<file path="src/hw/rtl/spi_mse_pkg.sv">
// Shared types, codes and constants for the SPI master shift engine.
// No dependencies; imported by every module of the block.
`default_nettype none

package spi_mse_pkg;

    // Default shift register width
    localparam int WORD_BITS_DEF = 16;

    // Configuration port geometry
    localparam int CFG_IDX_W  = 3;
    localparam int CFG_DATA_W = 7;

    // Configuration register indexes
    localparam logic [CFG_IDX_W-1:0] CFG_CHAR_BITS   = 3'd0;
    localparam logic [CFG_IDX_W-1:0] CFG_BAUD_DIV    = 3'd1;
    localparam logic [CFG_IDX_W-1:0] CFG_CLK_POL     = 3'd2;
    localparam logic [CFG_IDX_W-1:0] CFG_CLK_PHASE   = 3'd3;
    localparam logic [CFG_IDX_W-1:0] CFG_LOOPBACK    = 3'd4;
    localparam logic [CFG_IDX_W-1:0] CFG_TALK_EN     = 3'd5;

    // Reset values of the configuration registers
    localparam logic [4:0] CHAR_BITS_RST = 5'd16;
    localparam logic [6:0] BAUD_DIV_RST  = 7'd0;

    // Smallest effective baud divider
    localparam logic [6:0] BAUD_DIV_MIN = 7'd3;

    // Request opcodes
    localparam logic [2:0] OP_TICK      = 3'd0;
    localparam logic [2:0] OP_WRITE_TX  = 3'd1;
    localparam logic [2:0] OP_READ_RX   = 3'd2;
    localparam logic [2:0] OP_STATUS    = 3'd3;
    localparam logic [2:0] OP_CLR_OVR   = 3'd4;

    // Request payload
    typedef struct packed {
        logic [2:0]  opcode;
        logic [15:0] write_data;
        logic        serial_in;
    } req_t;

    // Result payload
    typedef struct packed {
        logic [15:0] read_data;
        logic        serial_clock;
        logic        serial_out;
        logic        serial_out_enable;
        logic        ready_flag;
        logic        overrun_flag;
        logic        busy_res;
    } rsp_t;

    // Decoded configuration handed from the register file to the engine
    typedef struct packed {
        logic [4:0] char_bits;
        logic [6:0] period_last;
        logic [6:0] half;
        logic       clock_polarity;
        logic       clock_phase;
        logic       loopback;
        logic       talk_enable;
    } cfg_t;

endpackage

`default_nettype wire

</file>
<file path="src/hw/rtl/spi_mse_cfg.sv">
// Configuration register file of the SPI master shift engine.
// Depends on spi_mse_pkg for indexes, reset values and cfg_t.
`default_nettype none

module spi_mse_cfg (
    input  wire logic                               aclk,
    input  wire logic                               aresetn,
    input  wire logic                               cfg_wr_en,
    input  wire logic [spi_mse_pkg::CFG_IDX_W-1:0]  cfg_index,
    input  wire logic [spi_mse_pkg::CFG_DATA_W-1:0] cfg_wdata,
    output spi_mse_pkg::cfg_t                       cfg
);
    import spi_mse_pkg::*;

    logic [4:0] char_bits_reg;
    logic [6:0] baud_div_reg;
    logic       clk_pol_reg;
    logic       clk_phase_reg;
    logic       loopback_reg;
    logic       talk_en_reg;
    logic [6:0] period_last;
    logic [7:0] period;

    // Write the addressed register; unknown indexes are dropped
    always_ff @(posedge aclk) begin
        if (!aresetn) begin
            char_bits_reg <= CHAR_BITS_RST;
            baud_div_reg  <= BAUD_DIV_RST;
            clk_pol_reg   <= 1'b0;
            clk_phase_reg <= 1'b0;
            loopback_reg  <= 1'b0;
            talk_en_reg   <= 1'b0;
        end else if (cfg_wr_en) begin
            unique case (cfg_index)
                CFG_CHAR_BITS: char_bits_reg <= cfg_wdata[4:0];
                CFG_BAUD_DIV:  baud_div_reg  <= cfg_wdata[6:0];
                CFG_CLK_POL:   clk_pol_reg   <= cfg_wdata[0];
                CFG_CLK_PHASE: clk_phase_reg <= cfg_wdata[0];
                CFG_LOOPBACK:  loopback_reg  <= cfg_wdata[0];
                CFG_TALK_EN:   talk_en_reg   <= cfg_wdata[0];
                default: ;
            endcase
        end
    end

    // Clamp the divider and derive the half-period point
    always_comb begin
        period_last = (baud_div_reg < BAUD_DIV_MIN) ? BAUD_DIV_MIN : baud_div_reg;
        period      = {1'b0, period_last} + 8'd1;
    end

    assign cfg.char_bits      = char_bits_reg;
    assign cfg.period_last    = period_last;
    assign cfg.half           = period[7:1];
    assign cfg.clock_polarity = clk_pol_reg;
    assign cfg.clock_phase    = clk_phase_reg;
    assign cfg.loopback       = loopback_reg;
    assign cfg.talk_enable    = talk_en_reg;

endmodule

`default_nettype wire

</file>
<file path="src/hw/rtl/spi_mse_engine.sv">
// Shift engine state and per-request update of the SPI master.
// Depends on spi_mse_pkg for opcodes, req_t, rsp_t and cfg_t.
`default_nettype none

module spi_mse_engine #(
    parameter int WORD_BITS = spi_mse_pkg::WORD_BITS_DEF
) (
    input  wire logic             aclk,
    input  wire logic             aresetn,
    input  wire logic             step,
    input  wire spi_mse_pkg::req_t req,
    input  wire spi_mse_pkg::cfg_t cfg,
    output spi_mse_pkg::rsp_t     rsp_next
);
    import spi_mse_pkg::*;

    localparam int BL_W = $clog2(WORD_BITS + 1);

    logic [WORD_BITS-1:0] shift_reg,   shift_next;
    logic [WORD_BITS-1:0] rx_reg,      rx_next;
    logic [WORD_BITS-1:0] held_reg,    held_next;
    logic [BL_W-1:0]      bits_reg,    bits_next;
    logic [6:0]           phase_reg,   phase_next;
    logic                 active_reg,  active_next;
    logic                 ready_reg,   ready_next;
    logic                 ovr_reg,     ovr_next;
    logic                 hvalid_reg,  hvalid_next;
    logic                 sample_reg,  sample_next;

    logic [WORD_BITS-1:0] wdata_word;
    logic [WORD_BITS-1:0] shifted;
    logic [BL_W-1:0]      char_len;
    logic [BL_W-1:0]      bits_dec;
    logic [5:0]           cb_ext;
    logic [15:0]          rdata;
    logic                 serial_bit;
    logic                 clk_act;

    // Fit the 16-bit transmit word to the shift register width
    assign wdata_word = WORD_BITS'({16'd0, req.write_data});

    // Effective character length, latched when a transfer starts
    always_comb begin
        cb_ext = {1'b0, cfg.char_bits};
        if (cb_ext == 6'd0 || cb_ext > 6'(WORD_BITS)) begin
            char_len = BL_W'(WORD_BITS);
        end else begin
            char_len = BL_W'(cb_ext);
        end
    end

    // Advance the transfer or decode the bus access
    always_comb begin
        shift_next  = shift_reg;
        rx_next     = rx_reg;
        held_next   = held_reg;
        bits_next   = bits_reg;
        phase_next  = phase_reg;
        active_next = active_reg;
        ready_next  = ready_reg;
        ovr_next    = ovr_reg;
        hvalid_next = hvalid_reg;
        sample_next = sample_reg;
        rdata       = 16'd0;
        serial_bit  = cfg.loopback ? shift_reg[WORD_BITS-1] : req.serial_in;
        shifted     = '0;
        bits_dec    = '0;

        unique case (req.opcode)
            OP_TICK: begin
                if (active_reg) begin
                    if (phase_reg == cfg.half) begin
                        sample_next = serial_bit;
                    end
                    if (phase_reg >= cfg.period_last) begin
                        phase_next = 7'd0;
                        shifted    = {shift_reg[WORD_BITS-2:0], sample_next};
                        shift_next = shifted;
                        bits_dec   = (bits_reg != '0) ? bits_reg - 1'b1 : bits_reg;
                        bits_next  = bits_dec;
                        if (bits_dec == '0) begin
                            rx_next     = shifted;
                            ovr_next    = ovr_reg | ready_reg;
                            ready_next  = 1'b1;
                            active_next = 1'b0;
                            if (hvalid_reg) begin
                                hvalid_next = 1'b0;
                                shift_next  = held_reg;
                                bits_next   = char_len;
                                active_next = 1'b1;
                            end
                        end
                    end else begin
                        phase_next = phase_reg + 7'd1;
                    end
                end
            end
            OP_WRITE_TX: begin
                if (active_reg) begin
                    held_next   = wdata_word;
                    hvalid_next = 1'b1;
                end else begin
                    shift_next  = wdata_word;
                    bits_next   = char_len;
                    phase_next  = 7'd0;
                    active_next = 1'b1;
                end
            end
            OP_READ_RX: begin
                rdata      = 16'({16'd0, rx_reg});
                ready_next = 1'b0;
            end
            OP_CLR_OVR: begin
                ovr_next = 1'b0;
            end
            default: ;
        endcase
    end

    // Clock is active after the half point, or before it with delayed phase
    always_comb begin
        if (cfg.clock_phase) begin
            clk_act = phase_next < cfg.half;
        end else begin
            clk_act = phase_next >= cfg.half;
        end
    end

    assign rsp_next.read_data         = rdata;
    assign rsp_next.serial_clock      = cfg.clock_polarity ^ (active_next & clk_act);
    assign rsp_next.serial_out        = cfg.talk_enable & shift_next[WORD_BITS-1];
    assign rsp_next.serial_out_enable = cfg.talk_enable;
    assign rsp_next.ready_flag        = ready_next;
    assign rsp_next.overrun_flag      = ovr_next;
    assign rsp_next.busy_res          = active_next;

    // Hold state until a request is processed
    always_ff @(posedge aclk) begin
        if (!aresetn) begin
            shift_reg  <= '0;
            rx_reg     <= '0;
            held_reg   <= '0;
            bits_reg   <= '0;
            phase_reg  <= 7'd0;
            active_reg <= 1'b0;
            ready_reg  <= 1'b0;
            ovr_reg    <= 1'b0;
            hvalid_reg <= 1'b0;
            sample_reg <= 1'b0;
        end else if (step) begin
            shift_reg  <= shift_next;
            rx_reg     <= rx_next;
            held_reg   <= held_next;
            bits_reg   <= bits_next;
            phase_reg  <= phase_next;
            active_reg <= active_next;
            ready_reg  <= ready_next;
            ovr_reg    <= ovr_next;
            hvalid_reg <= hvalid_next;
            sample_reg <= sample_next;
        end
    end

endmodule

`default_nettype wire

</file>
<file path="src/hw/rtl/spi_master_shift_engine.sv">
// SPI master shift engine, top level: request register, engine, result register.
// A request passes from the request register through the engine into the result register.
// Throughput: one request per cycle, unless a stalled result register holds the request back.
// Reset (aresetn low, synchronous) empties both registers, clears the engine
// state and loads the configuration reset values.
`default_nettype none

module spi_master_shift_engine #(
    parameter int WORD_BITS = spi_mse_pkg::WORD_BITS_DEF
) (
    input  wire logic                               aclk,
    input  wire logic                               aresetn,
    input  wire logic                               s_valid,
    output logic                                    s_ready,
    input  wire spi_mse_pkg::req_t                  s_data,
    output logic                                    m_valid,
    input  wire logic                               m_ready,
    output spi_mse_pkg::rsp_t                       m_data,
    input  wire logic                               cfg_wr_en,
    input  wire logic [spi_mse_pkg::CFG_IDX_W-1:0]  cfg_index,
    input  wire logic [spi_mse_pkg::CFG_DATA_W-1:0] cfg_wdata
);
    import spi_mse_pkg::*;

    req_t req_reg;
    logic req_valid_reg;
    rsp_t rsp_reg;
    logic rsp_valid_reg;
    rsp_t rsp_next;
    cfg_t cfg;
    logic step;

    // Process the held request when the result register is free or draining
    assign step    = req_valid_reg & (~rsp_valid_reg | m_ready);
    assign s_ready = ~req_valid_reg | step;
    assign m_valid = rsp_valid_reg;
    assign m_data  = rsp_reg;

    spi_mse_cfg u_cfg (
        .aclk      (aclk),
        .aresetn   (aresetn),
        .cfg_wr_en (cfg_wr_en),
        .cfg_index (cfg_index),
        .cfg_wdata (cfg_wdata),
        .cfg       (cfg)
    );

    spi_mse_engine #(
        .WORD_BITS (WORD_BITS)
    ) u_engine (
        .aclk     (aclk),
        .aresetn  (aresetn),
        .step     (step),
        .req      (req_reg),
        .cfg      (cfg),
        .rsp_next (rsp_next)
    );

    // Capture an incoming request
    always_ff @(posedge aclk) begin
        if (!aresetn) begin
            req_valid_reg <= 1'b0;
        end else if (s_ready) begin
            req_valid_reg <= s_valid;
        end
    end

    always_ff @(posedge aclk) begin
        if (s_ready & s_valid) begin
            req_reg <= s_data;
        end
    end

    // Hold the result until taken
    always_ff @(posedge aclk) begin
        if (!aresetn) begin
            rsp_valid_reg <= 1'b0;
        end else if (step) begin
            rsp_valid_reg <= 1'b1;
        end else if (m_ready) begin
            rsp_valid_reg <= 1'b0;
        end
    end

    always_ff @(posedge aclk) begin
        if (step) begin
            rsp_reg <= rsp_next;
        end
    end

endmodule

`default_nettype wire

</file>
<file path="config.mk">
export PLATFORM = sky130hd
export DESIGN_NAME = spi_master_shift_engine
export DESIGN_NICKNAME = d
export VERILOG_FILES = /design/src/hw/rtl/spi_mse_pkg.sv /design/src/hw/rtl/spi_mse_cfg.sv /design/src/hw/rtl/spi_mse_engine.sv /design/src/hw/rtl/spi_master_shift_engine.sv
export SDC_FILE = /design/constraint.sdc
export NUM_CORES = 1
export LEC_CHECK = 0
export ABC_AREA = 1
export BUFFER_PORTS_ARGS = -buffer_cell sky130_fd_sc_hd__buf_2
export CAP_MARGIN = 20
export CORE_MARGIN = 2
export CORE_UTILIZATION = 40
export CTS_BUF_LIST = sky130_fd_sc_hd__clkbuf_4
export CTS_CLUSTER_DIAMETER = 40
export DETAILED_ROUTE_END_ITERATION = 16
export PLACE_DENSITY = 0.63
export SETUP_SLACK_MARGIN = 0.15
export SYNTH_ARGS = -nofsm -noshare
export SYNTH_HDL_FRONTEND = slang
export SYNTH_SLANG_ARGS = --single-unit
</file>
<file path="constraint.sdc">
create_clock -name aclk -period 3.11 [get_ports aclk]
set_clock_uncertainty 0.1 [all_clocks]
set_input_delay 0.311 -clock aclk [delete_from_list [all_inputs] [get_ports aclk]]
set_output_delay 0.311 -clock aclk [all_outputs]
set_load 0.05 [all_outputs]
</file>
### After elaboration in Yosys (flattened, before gate mapping)

Cells that the tools add are included.

| word-level totals | value |
|---|---|
| register bits after elaboration | 125 |
| input bits | 35 |
| word-level logic and storage cells | 122 |

| cells by class | value |
|---|---|
| reduce and logical (&&, ||, !) cells | 19 |
| multiplexer cells | 42 |
| add/subtract/negate cells | 3 |
| magnitude comparators | 5 |
| bitwise operators | 10 |
| equality and inequality tests | 14 |

Operators by type and width:

| kind | count |
|---|---|
| two-way mux 16 bit | 5 |
| two-way mux 5 bit | 7 |
| case mux 16 bit (2 select lines) | 1 |
| two-way mux 7 bit | 4 |
| two-way mux 1 bit | 19 |
| greater-or-equal comparator 7 bit | 2 |
| case mux 7 bit (2 select lines) | 1 |
| AND reduction 2 bit | 6 |
| zero test 5 bit | 2 |
| case mux 5 bit (2 select lines) | 1 |
| AND reduction 5 bit | 2 |
| == test 3 x 2 -> 1 bit, second input constant | 3 |
| == test 3 bit, second input constant | 3 |
| adder 7 x 1 -> 8 bit, second input constant | 1 |
| != test 2 x 1 -> 1 bit, second input constant | 4 |
| case mux 1 bit (2 select lines) | 4 |
| adder 7 x 1 -> 7 bit, second input constant | 1 |
| == test 7 bit | 1 |
| less-than comparator 7 x 2 -> 1 bit, second input constant | 1 |
| less-than comparator 7 bit | 1 |
| == test 3 x 1 -> 1 bit, second input constant | 2 |
| zero test 3 bit | 2 |
| AND reduction 3 bit | 2 |
| AND reduction 6 bit | 1 |
| 10 further kinds | 17 |

### Logic depth before layout (Yosys ltp)

| depth | value |
|---|---|
| depth after elaboration | 11 |
| depth in mapped cells | 26 |
| depth with buffers taken out | 25 |

### Modules after synthesis

A second synthesis with hierarchy kept.

| second synthesis, totals | value |
|---|---|
| cell total of the unflattened synthesis | 886 |
| area, all modules | 6537.5 um2 |

Modules (own cells, without submodules):

| module | cells an instance | sequential area each (um2) | area each (um2) | instances |
|---|---|---|---|---|
| spi_mse_engine | 682 | 1301.2 | 4252.8 | 1 |
| spi_master_shift_engine | 55 | 1301.2 | 1356.3 | 1 |
| spi_mse_cfg | 149 | 320.3 | 928.4 | 1 |

### Least setup slack after synthesis

Ideal clock, no wire load.

| timing path | value |
|---|---|
| path type | flip-flop to flip-flop |
| start | register u_cfg.baud_div_reg[5] |
| end | register rsp_reg (netlist bit m_data[5]), data pin |
| cell stages (with the launch flop) | 24 |
| data required time | 2.758 ns |
| arrival | 2.819 ns |
| path buffers | 1 |
| path slack | -0.061 ns |
| path through | dfxtp_1 -> buf_2 -> nor2_1 -> nand2_1 -> nor3_1 -> nor2_1 -> ha_1 -> nand2_1 -> o21ai_0 -> nand4_1 -> nand3_1 -> nand2_1 -> nand2_1 -> nor2_1 -> a21oi_1 -> inv_1 -> ha_1 -> a21oi_1 -> o21a_1 -> nand2_1 -> o21ai_0 -> inv_1 -> nand3_1 -> nand2_1 |

RTL lines:

| element | RTL line | text |
|---|---|---|
| start: declaration | spi_mse_cfg.sv:16 | `logic [6:0] baud_div_reg;` |
| start signal: assignment | spi_mse_cfg.sv:36 | `CFG_BAUD_DIV: baud_div_reg <= cfg_wdata[6:0];` |
| end signal: assignment | spi_master_shift_engine.sv:87 | `rsp_reg <= rsp_next;` |
| end: declaration | spi_master_shift_engine.sv:27 | `rsp_t rsp_reg;` |

==> flow_metrics.tcl <==
set metrics [dict create \
    status "finished with violations" \
    violations "negative setup slack" \
    ys.flop_type "dfxtp_1" \
    worstRegToRegCells 24 \
    final.min_clock_period_ns 3.15 \
    clk_latency_ns 0.56 \
    drtIter0Drc 325 \
    netlist_instances 770 \
    worstSetupPathType "reg -> reg" \
    avgRoutedWirePerCell_microns 13.3 \
    grtUsageMet1_pct 26.5 \
    tightest_slew_ns 0.883 \
    overflow 0 \
    power_switching_share_pct 29.8 \
    synth_edf_count 42 \
    fin_nets 941 \
    p_int_uw 2440 \
    place_area_sq_um 6550 \
    cts_buffers 17 \
    cts-root-to-sink-buffers 2 \
    vias 5248 \
    worst_slack_ns -0.0422 \
    gr-usage-met3_pct 4.04 \
    slew_viol_final 0 \
    rsz0062_at_grt "true" \
    ys_top_cells_by_count "nand2_1, inv_1, nor2_1" \
    grt_max_degree 63 \
    synth_fp_nets 823 \
    fin_area_sq_um 7390 \
    relSlewSlack_pct 41.1 \
    wirelength_microns 14400 \
    synth_most_common_cell "nand2_1" \
    drtAntennaViolNets 0 \
    max_freq_mhz 317 \
    grt_busiest_layer "met2" \
    drtPass1Iterations 6 \
    hold-path-cell-count 4 \
    p_clk_share_pct 33.1 \
    async_flop_share_pct 0 \
    avgViaCountPerCell 4.83 \
    die_y_microns 126 \
    cts_sinks 125 \
    io_pins 59 \
    drive_gt1_share_pct 18.6 \
    start_util_pct 41.1 \
    path_clk_slew_ns 0.12 \
    yosysTopAreaCell "dfxtp_1" \
    combPwrFrac_pct 15.7 \
    ir_worst_vdd_mv 0.239 \
    power.density_nw_per_um2 472 \
    arrival_ns 3.38 \
    synth-seq-cells 125 \
    path_max_fanout 5 \
    grt_pass1_vias 4838 \
    largest_register_ffs 22 \
    seqPwrFrac_pct 51.2 \
    areaGrowthSynthToFinish_pct 23.7 \
    h-tree-depth 4 \
    detailed_place_hpwl_microns 9890 \
    critPathCaptureType "flop" \
    finalNonFillerCells 1086 \
    hp-class "in -> reg" \
    finalSetupViolCount 1 \
    p_leak_uw 0.00329 \
    grt_usage_pct 18.6 \
    netlist_area_sq_um 5970 \
    yosysSeqAreaShare_pct 49.0 \
    synth.avg_cell_area_sq_um 7.75 \
    grt_pass1_wl_microns 23800 \
    fin_crit_sh_pct 101 \
    rows 44 \
    root_buffer "clkbuf_4" \
    gp_congestion 0.930 \
    maxCapViolations 0 \
    cp-start-kind "flop" \
    power.switching_uw 1040 \
    port_buffers 58 \
    met2_usage_pct 27.6 \
    drc 0 \
    design.core.area_sq_um 14500 \
    die-area_sq_um 15900 \
    placedCellCount 1005 \
    antenna_found_initial 1 \
    ys_warn_count 0 \
    synth_area_leaders "dfxtp_1, edfxtp_1, nand2_1" \
    synth_top_area_share_pct 27.8 \
    cts_tree "done" \
    filler_cell_count 1440 \
    synth_cell_type_count 35 \
    die_w_microns 126 \
    crit_required_ns 3.34 \
    hold_viol_final 0 \
]
-- cell type report --
cell class / instances / area, sq um / area share, %
Antenna cell: 1 / 2.50 / 0.0339
Multi-Input combinational cell: 513 / 2640 / 35.8
Tap cell: 184 / 230 / 3.12
Sequential cell: 125 / 2930 / 39.7
Clock buffer: 17 / 128 / 1.73
Inverter: 105 / 398 / 5.39
Timing Repair Buffer: 126 / 893 / 12.1
Clock inverter: 15 / 163 / 2.20
-- power by group through the flow --
stage	registers, uW	logic [uW]	clock network [uW]
2_1_floorplan	1850	287	0
3_3_place_gp	1820	462	0
3_5_place_dp	1820	464	0
4_1_cts	1780	519	1190
5_1_grt	1790	610	1260
6_report	1780	547	1150
-- what timing repair did --
item	CTS	global route
hold buffers	37	0
buffers inserted	9	2
endpoints found under the hold margin	38	0
pin swaps	7	13
endpoints found under the setup margin	1	8
gates resized for setup	8	25
-- kinds of logic (layout without fill, tap and decap cells) --
logic type | after synthesis | after routing | synth area share (%)
and+or+nand+nor | 306 | 306 | 21.8
AOI/OAI and AO/OA | 182 | 182 | 15.8
buffers and inverters | 132 | 263 | 8.63
DFF | 125 | 125 | 49.0
adders and majority gates | 18 | 18 | 3.77
xor gates and xnor gates | 7 | 7 | 1.03
other | 0 | 1 | 0
-- worst max-delay path, stage by stage (launching register included) --
cell	delay, ns
dfxtp_2	0.36
nor2_2	0.12
nand2_2	0.08
nor3_4	0.14
nor2_2	0.06
ha_1	0.28
nand2_1	0.07
o21ai_1	0.14
nand4_1	0.11
nand3_2	0.11
nand2_2	0.08
nand2_4	0.10
inv_4	0.05
nand2_1	0.05
o21ai_1	0.08
ha_1	0.30
nand2_1	0.06
o21ai_1	0.12
nand4_1	0.09
nand2_1	0.11
nand2_1	0.07
o21ai_2	0.06
inv_1	0.06
nand3_1	0.07
nand2_1	0.05
-- placed cells by master, fill, tap and decap left out, types with 4 or more instances in the layout --
master / Yosys / final
nor2_4: 4 / 5
dfxtp_1: 83 / 77
o21ai_2: 1 / 4
inv_1: 102 / 97
buf_2: 8 / 58
nor2_2: 4 / 8
buf_4: 0 / 31
xor2_1: 7 / 7
dlygate4sd3_1: 0 / 37
nor2_1: 88 / 83
edfxtp_1: 42 / 42
o21ai_1: 1 / 4
clkbuf_4: 0 / 17
ha_1: 18 / 16
inv_2: 2 / 6
o21ai_0: 84 / 78
inv_6: 0 / 4
nand4_1: 6 / 6
dfxtp_2: 0 / 6
nor3_1: 6 / 4
nand2_1: 149 / 145
nand3_1: 42 / 41
a21oi_1: 84 / 81
clkinv_4: 0 / 5
-- metrics by stage --
step / hold WS (ns) / utilization [%] / power (uW) / setup slack [ns] / setup TNS [ns]
2_1_floorplan: 0.310 / - / 2140 / 0.136 / 0
6_report: 0.264 / 50.8 / 3480 / -0.0422 / -0.0422
4_1_cts: 0.233 / 50.2 / 3490 / -0.0587 / -0.0587
3_5_place_dp: 0.349 / 45.0 / 2280 / -0.0263 / -0.0263
5_1_grt: 0.266 / 50.8 / 3660 / -0.279 / -0.279
3_3_place_gp: 0.345 / 45.0 / 2280 / 0.0253 / 0
-- layer usage --
layer | vias to the layer above | wire (microns)
li1 | 2773 | -
met1 | 2336 | 7290
met2 | 117 | 6200
met3 | 22 | 668
met4 | 0 | 267
met5 | - | 0
-- worst paths after layout --
path / start / to / slack (ns)
max reg2reg: u_cfg.baud_div_reg[4] / m_data[5] / -0.04
min: aresetn / u_engine.held_reg[6] / 0.26
min reg2reg: u_engine.rx_reg[11] / u_engine.rx_reg[11] / 0.36
max: u_cfg.baud_div_reg[4] / m_data[5] / -0.04
(Power assumes the default switching activity.)
